`config.mk`:
```
export PLATFORM = sky130hd
export DESIGN_NAME = port_write_frame_queue_core_flat
export DESIGN_NICKNAME = d
export VERILOG_FILES = /design/src/hw/rtl/pwfq_pkg.sv /design/src/hw/rtl/pwfq_if.sv /design/src/hw/rtl/pwfq_ram.sv /design/src/hw/rtl/pwfq_cfg.sv /design/src/hw/rtl/port_write_frame_queue_core.sv /design/src/flat_wrapper.sv
export SDC_FILE = /design/constraint.sdc
export NUM_CORES = 1
export LEC_CHECK = 0
export BUFFER_PORTS_ARGS = -buffer_cell sky130_fd_sc_hd__buf_2
export CAP_MARGIN = 20
export CORE_MARGIN = 2
export CORE_UTILIZATION = 65
export CTS_BUF_LIST = sky130_fd_sc_hd__clkbuf_8
export DETAILED_ROUTE_END_ITERATION = 10
export MAX_ROUTING_LAYER = met4
export PLACE_DENSITY = 0.82
export SLEW_MARGIN = 30
export SYNTH_ARGS = -nofsm -noshare
export SYNTH_HDL_FRONTEND = slang
export SYNTH_SLANG_ARGS = --single-unit
```
`constraint.sdc`:
```
create_clock -name clk -period 8.2 [get_ports clk]
set_input_delay 1.23 -clock clk [delete_from_list [all_inputs] [get_ports clk]]
set_output_delay 1.23 -clock clk [all_outputs]
set_load 0.005 [all_outputs]
```
`src/hw/rtl/pwfq_pkg.sv`:
```
// Shared types and constants for the port write frame queue.
// No dependencies; every file of the block but pwfq_ram imports this package.
package pwfq_pkg;

	// Queue geometry
	localparam int QUEUE_DEPTH = 16;
	localparam int IDX_W       = $clog2(QUEUE_DEPTH);
	localparam int CNT_W       = $clog2(QUEUE_DEPTH + 1);
	localparam int NUM_PORTS   = 4;
	localparam int DEPTH_OUT_W = 5;

	// Port byte 0xff marks a port as unset
	localparam logic [7:0] PORT_UNSET = 8'hff;

	// Chase counter reset values
	localparam logic [7:0] CHASE_THRESHOLD_RST = 8'd32;
	localparam logic [7:0] CHASE_BACKOFF_RST   = 8'd4;

	// One frame: byte i is mailbox port i
	typedef logic [NUM_PORTS-1:0][7:0] frame_t;

	localparam frame_t FRAME_EMPTY = {NUM_PORTS{PORT_UNSET}};

	// Operation codes
	typedef enum logic [1:0] {
		OP_WRITE = 2'd0,
		OP_PUSH  = 2'd1,
		OP_POP   = 2'd2,
		OP_CLEAR = 2'd3
	} op_t;

	// Configuration register indexes
	localparam int REG_IDX_W = 2;
	typedef enum logic [REG_IDX_W-1:0] {
		REG_UPLOADING       = 2'd0,
		REG_CHASE_THRESHOLD = 2'd1,
		REG_CHASE_BACKOFF   = 2'd2
	} reg_idx_t;

	// Register file contents handed to the control logic
	typedef struct packed {
		logic       uploading;
		logic [7:0] chase_threshold;
		logic [7:0] chase_backoff;
	} cfg_regs_t;

	// Control sequencer states
	typedef enum logic [1:0] {
		ST_IDLE,
		ST_POP,
		ST_MERGE
	} state_t;

endpackage

```
`src/hw/rtl/pwfq_if.sv`:
```
// Channel interfaces of the port write frame queue: items, results, config writes.
// Depends on pwfq_pkg.
interface pwfq_item_if import pwfq_pkg::*; ();
	logic       valid;
	logic       ready;
	logic [1:0] op;
	logic [1:0] port;
	logic [7:0] value;

	modport source (output valid, output op, output port, output value, input ready);
	modport sink   (input valid, input op, input port, input value, output ready);
endinterface

interface pwfq_result_if import pwfq_pkg::*; ();
	logic                   valid;
	logic                   ready;
	logic [7:0]             out_port0;
	logic [7:0]             out_port1;
	logic [7:0]             out_port2;
	logic [7:0]             out_port3;
	logic [NUM_PORTS-1:0]   out_mask;
	logic [DEPTH_OUT_W-1:0] queue_depth;

	modport source (output valid, output out_port0, output out_port1, output out_port2,
		output out_port3, output out_mask, output queue_depth, input ready);
	modport sink   (input valid, input out_port0, input out_port1, input out_port2,
		input out_port3, input out_mask, input queue_depth, output ready);
endinterface

interface pwfq_cfg_if import pwfq_pkg::*; ();
	logic                 valid;
	logic                 ready;
	logic [REG_IDX_W-1:0] index;
	logic [7:0]           data;

	modport source (output valid, output index, output data, input ready);
	modport sink   (input valid, input index, input data, output ready);
endinterface

```
`src/hw/rtl/pwfq_ram.sv`:
```
// Generic synchronous RAM: one write port, two read ports, registered read data.
// No dependencies. A read of the address written in the same cycle returns old data.
module pwfq_ram #(
	parameter int DEPTH = 16,
	parameter int WIDTH = 32
) (
	input  logic                     clk,
	input  logic                     we,
	input  logic [$clog2(DEPTH)-1:0] waddr,
	input  logic [WIDTH-1:0]         wdata,
	input  logic                     re,
	input  logic [$clog2(DEPTH)-1:0] raddr_a,
	input  logic [$clog2(DEPTH)-1:0] raddr_b,
	output logic [WIDTH-1:0]         rdata_a,
	output logic [WIDTH-1:0]         rdata_b
);

	logic [WIDTH-1:0] mem [DEPTH];

	// Write port
	always_ff @(posedge clk) begin
		if (we) begin
			mem[waddr] <= wdata;
		end
	end

	// Read ports, data held between reads
	always_ff @(posedge clk) begin
		if (re) begin
			rdata_a <= mem[raddr_a];
			rdata_b <= mem[raddr_b];
		end
	end

endmodule

```
`src/hw/rtl/pwfq_cfg.sv`:
```
// Configuration register file of the port write frame queue.
// Depends on pwfq_pkg and pwfq_cfg_if.
module pwfq_cfg import pwfq_pkg::*; (
	input  logic       clk,
	input  logic       arst_n,
	pwfq_cfg_if.sink   cfg,
	output cfg_regs_t  regs
);

	cfg_regs_t regs_q;

	assign cfg.ready = 1'b1;
	assign regs      = regs_q;

	// Register writes; indexes past the list are dropped
	always_ff @(posedge clk or negedge arst_n) begin
		if (!arst_n) begin
			regs_q.uploading       <= 1'b0;
			regs_q.chase_threshold <= CHASE_THRESHOLD_RST;
			regs_q.chase_backoff   <= CHASE_BACKOFF_RST;
		end else if (cfg.valid) begin
			unique case (cfg.index)
				REG_UPLOADING:       regs_q.uploading       <= cfg.data[0];
				REG_CHASE_THRESHOLD: regs_q.chase_threshold <= cfg.data;
				REG_CHASE_BACKOFF:   regs_q.chase_backoff   <= cfg.data;
				default: ;
			endcase
		end
	end

endmodule

```
`src/hw/rtl/port_write_frame_queue_core.sv`:
```
// Top level of the port write frame queue: control sequencer around the frame store.
// Depends on pwfq_pkg, the channel interfaces, pwfq_ram and pwfq_cfg.

// Port writes, clears, empty pushes and pushes into a non-full queue need no further state.
// A pop reads the frame store, then loads the result in ST_POP, which also waits for
// the previous result to be taken. A push into a full queue writes the new frame and
// reads the two oldest frames when it is accepted; the merged frame goes back through
// the single write port in ST_MERGE. A port write while uploading is accepted only
// when the result register is free or being emptied; other operations are accepted
// while a result waits.
// The frame store needs no clearing after reset, so items are taken at once.
module port_write_frame_queue_core import pwfq_pkg::*; (
	input  logic        clk,
	input  logic        arst_n,
	pwfq_cfg_if.sink    cfg,
	pwfq_item_if.sink   items,
	pwfq_result_if.source results
);

	cfg_regs_t regs;

	state_t                 state_q, state_d;
	frame_t                 staging_q, staging_d;
	logic [IDX_W-1:0]       wi_q, wi_d;
	logic [CNT_W-1:0]       count_q, count_d;
	logic [7:0]             chase_q, chase_d;
	logic                   out_valid_q, out_valid_d;
	frame_t                 res_port_q, res_port_d;
	logic [NUM_PORTS-1:0]   res_mask_q, res_mask_d;
	logic [DEPTH_OUT_W-1:0] res_depth_q, res_depth_d;

	logic                   accept;
	logic                   out_free;
	logic                   do_store;
	logic                   ram_we;
	logic [IDX_W-1:0]       ram_waddr;
	frame_t                 ram_wdata;
	logic                   ram_re;
	logic [IDX_W-1:0]       ram_raddr_a;
	frame_t                 rdata_a, rdata_b;
	logic [IDX_W-1:0]       wi_next;
	logic [IDX_W-1:0]       head;
	logic [CNT_W:0]         head_full;
	logic [CNT_W:0]         wi_ext, cnt_ext;
	logic [CNT_W+DEPTH_OUT_W-1:0] count_wide;
	logic                   queue_full;
	frame_t                 merged;

	pwfq_cfg u_cfg (
		.clk    (clk),
		.arst_n (arst_n),
		.cfg    (cfg),
		.regs   (regs)
	);

	pwfq_ram #(
		.DEPTH (QUEUE_DEPTH),
		.WIDTH ($bits(frame_t))
	) u_ram (
		.clk     (clk),
		.we      (ram_we),
		.waddr   (ram_waddr),
		.wdata   (ram_wdata),
		.re      (ram_re),
		.raddr_a (ram_raddr_a),
		.raddr_b (wi_q),
		.rdata_a (rdata_a),
		.rdata_b (rdata_b)
	);

	// Handshake
	assign out_free    = !out_valid_q || results.ready;
	assign items.ready = (state_q == ST_IDLE)
		&& (out_free || !(items.op == OP_WRITE && regs.uploading));
	assign accept      = items.valid && items.ready;

	// Index arithmetic: next slot and oldest slot
	assign wi_next    = (wi_q == IDX_W'(QUEUE_DEPTH - 1)) ? '0 : wi_q + 1'b1;
	assign wi_ext     = (CNT_W + 1)'(wi_q);
	assign cnt_ext    = (CNT_W + 1)'(count_q);
	assign head_full  = (wi_ext >= cnt_ext) ? wi_ext - cnt_ext
		: wi_ext + (CNT_W + 1)'(QUEUE_DEPTH) - cnt_ext;
	assign head       = head_full[IDX_W-1:0];
	assign queue_full = (count_q == CNT_W'(QUEUE_DEPTH));
	assign count_wide = {{DEPTH_OUT_W{1'b0}}, count_q};

	// Merge: unset ports of the second oldest frame take the oldest frame's byte
	always_comb begin
		for (int i = 0; i < NUM_PORTS; i++) begin
			merged[i] = (rdata_a[i] == PORT_UNSET) ? rdata_b[i] : rdata_a[i];
		end
	end

	// Sequencer: next state, store accesses and result load
	always_comb begin
		state_d     = state_q;
		staging_d   = staging_q;
		wi_d        = wi_q;
		count_d     = count_q;
		chase_d     = chase_q;
		out_valid_d = out_valid_q && !results.ready;
		res_port_d  = res_port_q;
		res_mask_d  = res_mask_q;
		res_depth_d = res_depth_q;
		do_store    = 1'b0;
		ram_we      = 1'b0;
		ram_waddr   = wi_q;
		ram_wdata   = staging_q;
		ram_re      = 1'b0;
		ram_raddr_a = wi_next;

		unique case (state_q)
			ST_IDLE: begin
				if (accept) begin
					unique case (op_t'(items.op))
						OP_WRITE: begin
							if (regs.uploading) begin
								out_valid_d             = 1'b1;
								res_port_d              = '0;
								res_port_d[items.port]  = items.value;
								res_mask_d              = NUM_PORTS'(1) << items.port;
								res_depth_d             = count_wide[DEPTH_OUT_W-1:0];
							end else begin
								staging_d[items.port] = items.value;
							end
						end
						OP_PUSH: begin
							if (regs.uploading) begin
								count_d = '0;
							end else if (count_q == '0) begin
								chase_d  = '0;
								do_store = 1'b1;
							end else if (chase_q >= regs.chase_threshold
									&& staging_q == FRAME_EMPTY) begin
								chase_d = chase_q - regs.chase_backoff;
							end else begin
								chase_d  = chase_q + 8'd1;
								do_store = 1'b1;
							end
						end
						OP_POP: begin
							if (!regs.uploading && count_q != '0) begin
								count_d     = count_q - 1'b1;
								ram_re      = 1'b1;
								ram_raddr_a = head;
								state_d     = ST_POP;
							end
						end
						OP_CLEAR: begin
							wi_d      = '0;
							count_d   = '0;
							chase_d   = '0;
							staging_d = FRAME_EMPTY;
						end
					endcase
				end
			end
			ST_POP: begin
				if (out_free) begin
					out_valid_d = 1'b1;
					for (int i = 0; i < NUM_PORTS; i++) begin
						res_mask_d[i] = (rdata_a[i] != PORT_UNSET);
						res_port_d[i] = res_mask_d[i] ? rdata_a[i] : 8'd0;
					end
					res_depth_d = count_wide[DEPTH_OUT_W-1:0];
					state_d     = ST_IDLE;
				end
			end
			ST_MERGE: begin
				// wi_q already points at the second oldest slot
				ram_we    = 1'b1;
				ram_waddr = wi_q;
				ram_wdata = merged;
				state_d   = ST_IDLE;
			end
			default: state_d = ST_IDLE;
		endcase

		// Store the staging frame; a full queue also reads both oldest frames
		if (do_store) begin
			ram_we    = 1'b1;
			ram_waddr = wi_q;
			ram_wdata = staging_q;
			wi_d      = wi_next;
			staging_d = FRAME_EMPTY;
			if (queue_full) begin
				ram_re      = 1'b1;
				ram_raddr_a = wi_next;
				state_d     = ST_MERGE;
			end else begin
				count_d = count_q + 1'b1;
			end
		end
	end

	// Control registers
	always_ff @(posedge clk or negedge arst_n) begin
		if (!arst_n) begin
			state_q     <= ST_IDLE;
			staging_q   <= FRAME_EMPTY;
			wi_q        <= '0;
			count_q     <= '0;
			chase_q     <= '0;
			out_valid_q <= 1'b0;
		end else begin
			state_q     <= state_d;
			staging_q   <= staging_d;
			wi_q        <= wi_d;
			count_q     <= count_d;
			chase_q     <= chase_d;
			out_valid_q <= out_valid_d;
		end
	end

	// Result payload
	always_ff @(posedge clk) begin
		res_port_q  <= res_port_d;
		res_mask_q  <= res_mask_d;
		res_depth_q <= res_depth_d;
	end

	assign results.valid       = out_valid_q;
	assign results.out_port0   = res_port_q[0];
	assign results.out_port1   = res_port_q[1];
	assign results.out_port2   = res_port_q[2];
	assign results.out_port3   = res_port_q[3];
	assign results.out_mask    = res_mask_q;
	assign results.queue_depth = res_depth_q;

	// Checks
	a_count_bound: assert property (@(posedge clk) disable iff (!arst_n)
		count_q <= CNT_W'(QUEUE_DEPTH))
		else $error("frame count above queue depth");

	a_index_bound: assert property (@(posedge clk) disable iff (!arst_n)
		wi_q <= IDX_W'(QUEUE_DEPTH - 1))
		else $error("write index out of range");

	a_merge_one_cycle: assert property (@(posedge clk) disable iff (!arst_n)
		state_q == ST_MERGE |=> state_q == ST_IDLE)
		else $error("merge write-back did not finish in one cycle");

	a_merge_only_full: assert property (@(posedge clk) disable iff (!arst_n)
		state_q == ST_MERGE |-> queue_full)
		else $error("merge entered without a full queue");

	a_busy_no_accept: assert property (@(posedge clk) disable iff (!arst_n)
		state_q != ST_IDLE |-> !items.ready)
		else $error("item taken while a pop or merge is in progress");

endmodule
```
`src/flat_wrapper.sv`:
```
// flat-port wrapper written by rule: the top's interface ports become plain ports
module port_write_frame_queue_core_flat import pwfq_pkg::*;
  (clk, arst_n, cfg_valid, cfg_index, cfg_data, cfg_ready, items_valid, items_op, items_port, items_value, items_ready, results_valid, results_out_port0, results_out_port1, results_out_port2, results_out_port3, results_out_mask, results_queue_depth, results_ready);
  pwfq_cfg_if cfg_i ();
  pwfq_item_if items_i ();
  pwfq_result_if results_i ();
  input  logic clk;
  input  logic arst_n;
  input wire logic [$bits(cfg_i.valid)-1:0] cfg_valid;
  input wire logic [$bits(cfg_i.index)-1:0] cfg_index;
  input wire logic [$bits(cfg_i.data)-1:0] cfg_data;
  output wire logic [$bits(cfg_i.ready)-1:0] cfg_ready;
  input wire logic [$bits(items_i.valid)-1:0] items_valid;
  input wire logic [$bits(items_i.op)-1:0] items_op;
  input wire logic [$bits(items_i.port)-1:0] items_port;
  input wire logic [$bits(items_i.value)-1:0] items_value;
  output wire logic [$bits(items_i.ready)-1:0] items_ready;
  output wire logic [$bits(results_i.valid)-1:0] results_valid;
  output wire logic [$bits(results_i.out_port0)-1:0] results_out_port0;
  output wire logic [$bits(results_i.out_port1)-1:0] results_out_port1;
  output wire logic [$bits(results_i.out_port2)-1:0] results_out_port2;
  output wire logic [$bits(results_i.out_port3)-1:0] results_out_port3;
  output wire logic [$bits(results_i.out_mask)-1:0] results_out_mask;
  output wire logic [$bits(results_i.queue_depth)-1:0] results_queue_depth;
  input wire logic [$bits(results_i.ready)-1:0] results_ready;
  assign cfg_i.valid = cfg_valid;
  assign cfg_i.index = cfg_index;
  assign cfg_i.data = cfg_data;
  assign cfg_ready = cfg_i.ready;
  assign items_i.valid = items_valid;
  assign items_i.op = items_op;
  assign items_i.port = items_port;
  assign items_i.value = items_value;
  assign items_ready = items_i.ready;
  assign results_valid = results_i.valid;
  assign results_out_port0 = results_i.out_port0;
  assign results_out_port1 = results_i.out_port1;
  assign results_out_port2 = results_i.out_port2;
  assign results_out_port3 = results_i.out_port3;
  assign results_out_mask = results_i.out_mask;
  assign results_queue_depth = results_i.queue_depth;
  assign results_i.ready = results_ready;
  port_write_frame_queue_core u_core (.clk(clk), .arst_n(arst_n), .cfg(cfg_i), .items(items_i), .results(results_i));
endmodule
```
### After elaboration in Yosys (flattened, before gate mapping)

Memory sizes are Yosys's and may differ from the RTL's. A register that Yosys moved wholly into a read port is not among the register bits.
Index checks and enable logic that the tools add are counted.

| cells by class | value |
|---|---|
| add/subtract/negate cells | 8 |
| multiply operators | 0 |
| div/mod/pow operators | 0 |
| magnitude comparators | 4 |
| equal/unequal tests | 24 |
| shift-type cells | 1 |
| muxes and demuxes | 84 |
| bitwise gates (word level) | 1 |
| reductions and logical operators | 31 |

Operator list:

| cell | count |
|---|---|
| two-way mux 32 bit | 10 |
| case mux 32 bit (2 select lines) | 2 |
| two-way mux 8 bit | 12 |
| two-way mux 4 bit | 16 |
| two-way mux 5 bit | 10 |
| AND 32 bit | 1 |
| bitwise mux 32 bit | 1 |
| equality test 32 bit, second input constant | 1 |
| equality test 8 bit, second input constant | 4 |
| != test 8 bit, second input constant | 4 |
| two-way mux 1 bit | 20 |
| demux 8 bit (select 2 bit) | 1 |
| case mux 8 bit (2 select lines) | 1 |
| case mux 5 bit (3 select lines) | 1 |
| two-way mux 2 bit | 6 |
| case mux 5 bit (2 select lines) | 1 |
| nonzero test 2 bit | 5 |
| adder 4 x 1 -> 4 bit, second input constant | 2 |
| adder 8 x 1 -> 8 bit, second input constant | 1 |
| equality test 2 bit, second input constant | 4 |
| >= comparator 8 bit | 1 |
| case mux 4 bit (2 select lines) | 1 |
| AND reduction 4 bit | 2 |
| subtractor 4 bit | 2 |
| other kinds (25) | 44 |

| storage, ports and cells | value |
|---|---|
| register bits after elaboration | 110 |
| latch bits | 0 |
| memory bits (writable) | 512 |
| bits in read-only memories | 0 |
| input port bits | 27 |
| output and inout port bits | 44 |
| word-level logic and storage cells | 172 |
| memories kept | 1 |

Memory list:

| name | words | bits a word | rd ports | clocked after memory_dff | wr ports | line | RTL |
|---|---|---|---|---|---|---|---|
| u_core.u_ram.mem | 16 | 32 | 2 | 2 | 1 | pwfq_ram.sv:18 | `logic [WIDTH-1:0] mem [DEPTH];` |

### Longest topological paths before layout

| logic depth | value |
|---|---|
| depth after elaboration | 11 |
| mapped depth | 16 |
| mapped depth without buffers | 16 |

### Cells and area by module

A second synthesis with hierarchy kept.

| unflattened totals | value |
|---|---|
| cell total of the unflattened synthesis | 1706 |
| area total of the unflattened synthesis | 31032.3 sq um |

By module, submodules not included:

| module | instances | cells each | area an instance (sq um) | sequential area each (sq um) |
|---|---|---|---|---|
| pwfq_ram | 1 | 1141 | 24843.8 | 17296.6 |
| port_write_frame_queue_core | 1 | 526 | 5510.3 | 2572.5 |
| pwfq_cfg | 1 | 39 | 678.2 | 427.9 |

### Least setup slack after synthesis

Ideal clock, no wire load.

| path | value |
|---|---|
| path type | input port to flip-flop |
| start | in items_op[0] |
| end | reg u_core.u_ram.rdata_a[0] (read register of u_core.u_ram.mem), enable pin |
| setup time | 0.574 ns |
| data arrival time | 6.983 ns |
| data required time | 7.626 ns |
| setup slack | 0.642 ns |
| cell stages on the path | 8 |
| path buffers | 1 |
| cells stage by stage | inv_1 ha_1 a311oi_2 nand2_1 nor2_1 o21ai_0 clkbuf_1 o21ai_0 |

| on the way | value |
|---|---|
| cells in the longest elaborated chain, start to end | 10 |
| elaborated cells between the ends (all ways) | 21 |
| classes of those cells | eq/ne: 2; mux: 13; reduce/logical: 6 |

Ends and longest elaborated chain:

| element | line | RTL |
|---|---|---|
| start: declaration | flat_wrapper.sv:14 | `input wire logic [$bits(items_i.op)-1:0] items_op;` |
| zero test 2 bit * | port_write_frame_queue_core.sv:74 | `&& (out_free \|\| !(items.op == OP_WRITE && regs.uploading));` |
| logical AND 1 bit * | port_write_frame_queue_core.sv:74 |  |
| zero test 1 bit * | port_write_frame_queue_core.sv:74 |  |
| logical OR 1 bit * | port_write_frame_queue_core.sv:74 |  |
| logical AND 1 bit * | port_write_frame_queue_core.sv:74 |  |
| via items_ready | flat_wrapper.sv:17 | `output wire logic [$bits(items_i.ready)-1:0] items_ready;` |
| logical AND 1 bit * | port_write_frame_queue_core.sv:75 | `assign accept = items.valid && items.ready;` |
| two-way mux 1 bit | port_write_frame_queue_core.sv:114 | `if (accept) begin` |
| two-way mux 1 bit | port_write_frame_queue_core.sv:112 | `unique case (state_q)` |
| two-way mux 1 bit | port_write_frame_queue_core.sv:186 | `if (queue_full) begin` |
| two-way mux 1 bit * | port_write_frame_queue_core.sv:180 | `if (do_store) begin` |
| via u_core.ram_re | port_write_frame_queue_core.sv:38 | `logic ram_re;` |
| end: declaration | pwfq_ram.sv:14 | `output logic [WIDTH-1:0] rdata_a,` |

The timed path passes the listed nets; every way through them passes the cells marked *.
A chain may end at the register's enable or synchronous reset.

### Final worst setup path

| path | value |
|---|---|
| start | reg u_core.wi_q[1] (netlist: u_core.ram_waddr[1]) |
| end | reg u_core.u_ram.rdata_a[9] (read register of u_core.u_ram.mem), data pin |

| on the way | value |
|---|---|
| cells in the longest elaborated chain, start to end | 9 |
| elaborated cells between the ends (all ways) | 14 |
| classes of those cells | add/sub: 4; order compare: 1; eq/ne: 1; mux: 8 |

Ends and longest elaborated chain:

| element | line | RTL |
|---|---|---|
| start: declaration | port_write_frame_queue_core.sv:24 | `logic [IDX_W-1:0] wi_q, wi_d;` |
| start signal: assignment | port_write_frame_queue_core.sv:208 | `wi_q <= wi_d;` |
| adder 4 x 1 -> 4 bit | port_write_frame_queue_core.sv:82 | `: wi_ext + (CNT_W + 1)'(QUEUE_DEPTH) - cnt_ext;` |
| subtractor 4 bit | port_write_frame_queue_core.sv:82 |  |
| two-way mux 4 bit | port_write_frame_queue_core.sv:81 | `assign head_full = (wi_ext >= cnt_ext) ? wi_ext - cnt_ext` |
| two-way mux 4 bit | port_write_frame_queue_core.sv:142 | `if (!regs.uploading && count_q != '0) begin` |
| two-way mux 4 bit | port_write_frame_queue_core.sv:115 | `unique case (op_t'(items.op))` |
| two-way mux 4 bit | port_write_frame_queue_core.sv:114 |  |
| two-way mux 4 bit | port_write_frame_queue_core.sv:112 |  |
| two-way mux 4 bit | port_write_frame_queue_core.sv:186 |  |
| two-way mux 4 bit * | port_write_frame_queue_core.sv:180 |  |

Every way passes the cells marked *; elsewhere a longest branch is shown, timed or not.

==> impl_metrics.yaml <==
timing:
  worst_pin_slew_ns: 0.975
  finalMaxSlewViolations: 0
  slew_headroom: 0.350
  fmax_mhz: 205
  rsz0062_at_grt: "false"
  setup_viol_count_final: 0
  period_minus_slack_ns: 4.88
  tns_ns: 0
  skew_ns: 0.0584
  finalCritPeriodShare: 0.595
  hold_viol: 0
route:
  firstDrtPassIters: 6
  wirelength_um: 84500
  first_iter_violations: 3197
  drtAntennaViolNets: 0
  vias: 20000
  wl_per_cell_um: 31.0
  avgViaCountPerCell: 7.33
  drcViolationCount: 0
clock_tree:
  htree_levels: 3
  postCtsSetupRepairBufs: 0
  clk_pin_slew_ns: 0.07
  cts_tree: "yes"
  cts_buffers: 104
  hold_buffers: 0
  post_cts_resized: 0
  clkSinkCount: 686
  clockRootBuffer: "clkbuf_8"
  clk_latency_ns: 0.74
  cts_buffer_depth: 3
power:
  p_total_mw: 9.63
  ir_drop_mv: 0.273
  p_leak_nw: 11.7
  power_density_nw_per_um2: 276
worst_hold_path:
  hold_start: "u_core.chase_q[0]$_DFFE_PN0P_"
  hold_path_class: "reg2reg"
  worstHoldEndpoint: "u_core.chase_q[0]$_DFFE_PN0P_"
  holdPathStages: 2
synth:
  yosysMostFrequentCell: "edfxtp_1"
  yosysSeqAreaShare: 0.647
  avgSynthCellArea_um2: 16.6
  synth_warnings: 0
  ys_ff_latch: 686
  synth_ff_type: "edfxtp_1"
  netlist_area_um2: 31400
  synth_cells: 1893
  synth_nets: 1951
  synth_top_cell_by_area: "edfxtp_1"
  synth_top_area_share: 0.591
  ys_top_cells_by_area: "edfxtp_1 59%, mux4_2 11%, mux2i_1 9.2%"
  synth_edf_count: 617
  synthTopCellsByCount: "617 x edfxtp_1, 289 x mux2i_1, 164 x o22ai_1, 160 x mux4_2, 97 x nand2_1"
  async_reset_ff_frac: 0.101
  yosysUniqueCellTypes: 59
floorplanning:
  core_area_um2: 47600
  dieArea_um2: 50000
  start_util: 0.658
  die_w_um: 224
  rows: 80
  fp.dieH_um: 224
  io_pins: 71
run_status:
  status: "complete, no violations"
worst_setup_path:
  cp.required_ns: 8.64
  crit_type: "reg2reg"
  critPathMaxFanout: 74
  critPathCaptureType: "flip-flop"
  start_kind: "flip-flop"
  arrival_ns: 5.32
  r2r_end: "u_core.u_ram.rdata_a[9]$_DFFE_PP_"
  rr_startpoint: "u_core.ram_waddr[1]$_DFFE_PN0P_"
  reg2reg_depth: 10
  crit_start: "u_core.ram_waddr[1]$_DFFE_PN0P_"
  rrSetupSlack_ns: 3.32
global_route:
  use_met2: 0.534
  grt_first_pass_wirelength_um: 125000
  busiest_layer: "met2"
  grtUsageMet3: 0.0874
  antenna_found_initial: 1
  grt_max_degree: 135
  grt_usage: 0.354
  use_met1: 0.449
  grt_pass1_vias: 20000
  overflow: 0
finish:
  drive_above_1_share: 0.252
  area_growth_pct: 11.4
  fin_nets: 2082
flow_run:
  max_cap_viol_count: 0
placement:
  gp_congestion: 0.919
  hpwl_um: 48600
  portBuffers: 69
logic make-up (layout without fill, tap and decap cells):
group,Yosys count,in the layout,share of synthesized area
xor gates and xnor gates,12,12,0.00335
AOI/OAI and AO/OA,298,298,0.0615
adders and majority gates,31,31,0.0129
and+or+nand+nor,261,261,0.0435
DFF,686,686,0.647
other,1,3,0.000120
buffers and inverters,138,357,0.0180
muxes,466,466,0.213
report_power, final:
| group | switching, mW | internal [mW] | total [mW] |
|---|---|---|---|
| Clock | 1.33 | 1.41 | 2.74 |
| Sequential | 0.176 | 4.12 | 4.29 |
| Combinational | 1.41 | 1.18 | 2.59 |
state kept, by name, summed over array words and instances, names as in the netlist:
signal	flops
u_core.u_ram.mem	512
u_core.chase_q	8
u_core.results.queue_depth	5
u_core.state_q	2
u_core.staging_q	32
u_core.results.out_port3	8
u_core.u_cfg.regs	17
u_core.u_ram.rdata_b	32
u_core.ram_waddr	4
u_core.count_q	5
u_core.results.valid	1
u_core.results.out_port2	8
u_core.results.out_port1	8
u_core.u_ram.rdata_a	32
u_core.results.out_mask	4
u_core.results.out_port0	8
layer usage:
layer | up-vias | part of all wire
met5 | - | 0
met4 | 0 | 0.050
met3 | 334 | 0.13
met2 | 1646 | 0.47
met1 | 9970 | 0.35
li1 | 8060 | -
how the worst max path moves through the flow:
stage	end	slack (ns)	cells past startpoint
2_1_floorplan	u_core.u_ram.rdata_a[0]$_DFFE_PP_	0.64	8
3_3_place_gp	u_core.u_ram.rdata_a[8]$_DFFE_PP_	3.31	11
3_5_place_dp	u_core.u_ram.rdata_a[1]$_DFFE_PP_	3.15	11
4_1_cts	u_core.u_ram.rdata_a[17]$_DFFE_PP_	3.35	10
5_1_grt	u_core.u_ram.rdata_a[21]$_DFFE_PP_	3.12	10
6_report	u_core.u_ram.rdata_a[9]$_DFFE_PP_	3.32	10
per-stage QoR:
| step | worst slack [ns] | cell area [um^2] | utilization | hold slack, ns | std cells |
|---|---|---|---|---|---|
| 2_1_floorplan | 0.642 | 31400 | - | 0.420 | 1893 |
| 3_3_place_gp | 3.31 | 32700 | 0.687 | 0.474 | 2528 |
| 3_5_place_dp | 3.15 | 32800 | 0.688 | 0.481 | 2530 |
| 4_1_cts | 3.35 | 34800 | 0.730 | 0.497 | 2724 |
| 5_1_grt | 3.12 | 34900 | 0.733 | 0.511 | 2728 |
| 6_report | 3.32 | 34900 | 0.733 | 0.491 | 2729 |
worst max-delay path: stages (launching register included):
cell	delay [ns]
dfrtp_4	0.81
buf_12	0.37
buf_16	0.47
inv_1	0.17
ha_1	0.38
o211ai_1	0.20
and3_1	0.40
a21o_1	0.55
buf_4	0.53
o22ai_1	0.16
or4_1	0.48
area by class of cell:
| class | instances | area (um^2) |
|---|---|---|
| multi-input combinational | 1069 | 10700 |
| timing repair buffer | 139 | 1010 |
| antenna | 2 | 5.00 |
| clock inverter | 87 | 549 |
| fill | 2806 | 12700 |
| clock buffer | 107 | 1470 |
| inverter | 24 | 90.1 |
| tap | 615 | 769 |
| sequential | 686 | 20300 |
placed cells by master, fill, tap and decap left out, drive strengths merged, types with 42 or more instances in the layout:
cell type  synthesis  layout
nor2              42      42
inv               24      61
mux4             160     160
mux2i            289     289
clkinv             0      42
o22ai            164     164
buf               55     139
clkbuf            59     107
o21ai             56      56
edfxtp           617     617
nand2             97      97
No activity file was read; power rests on OpenSTA's default activity.
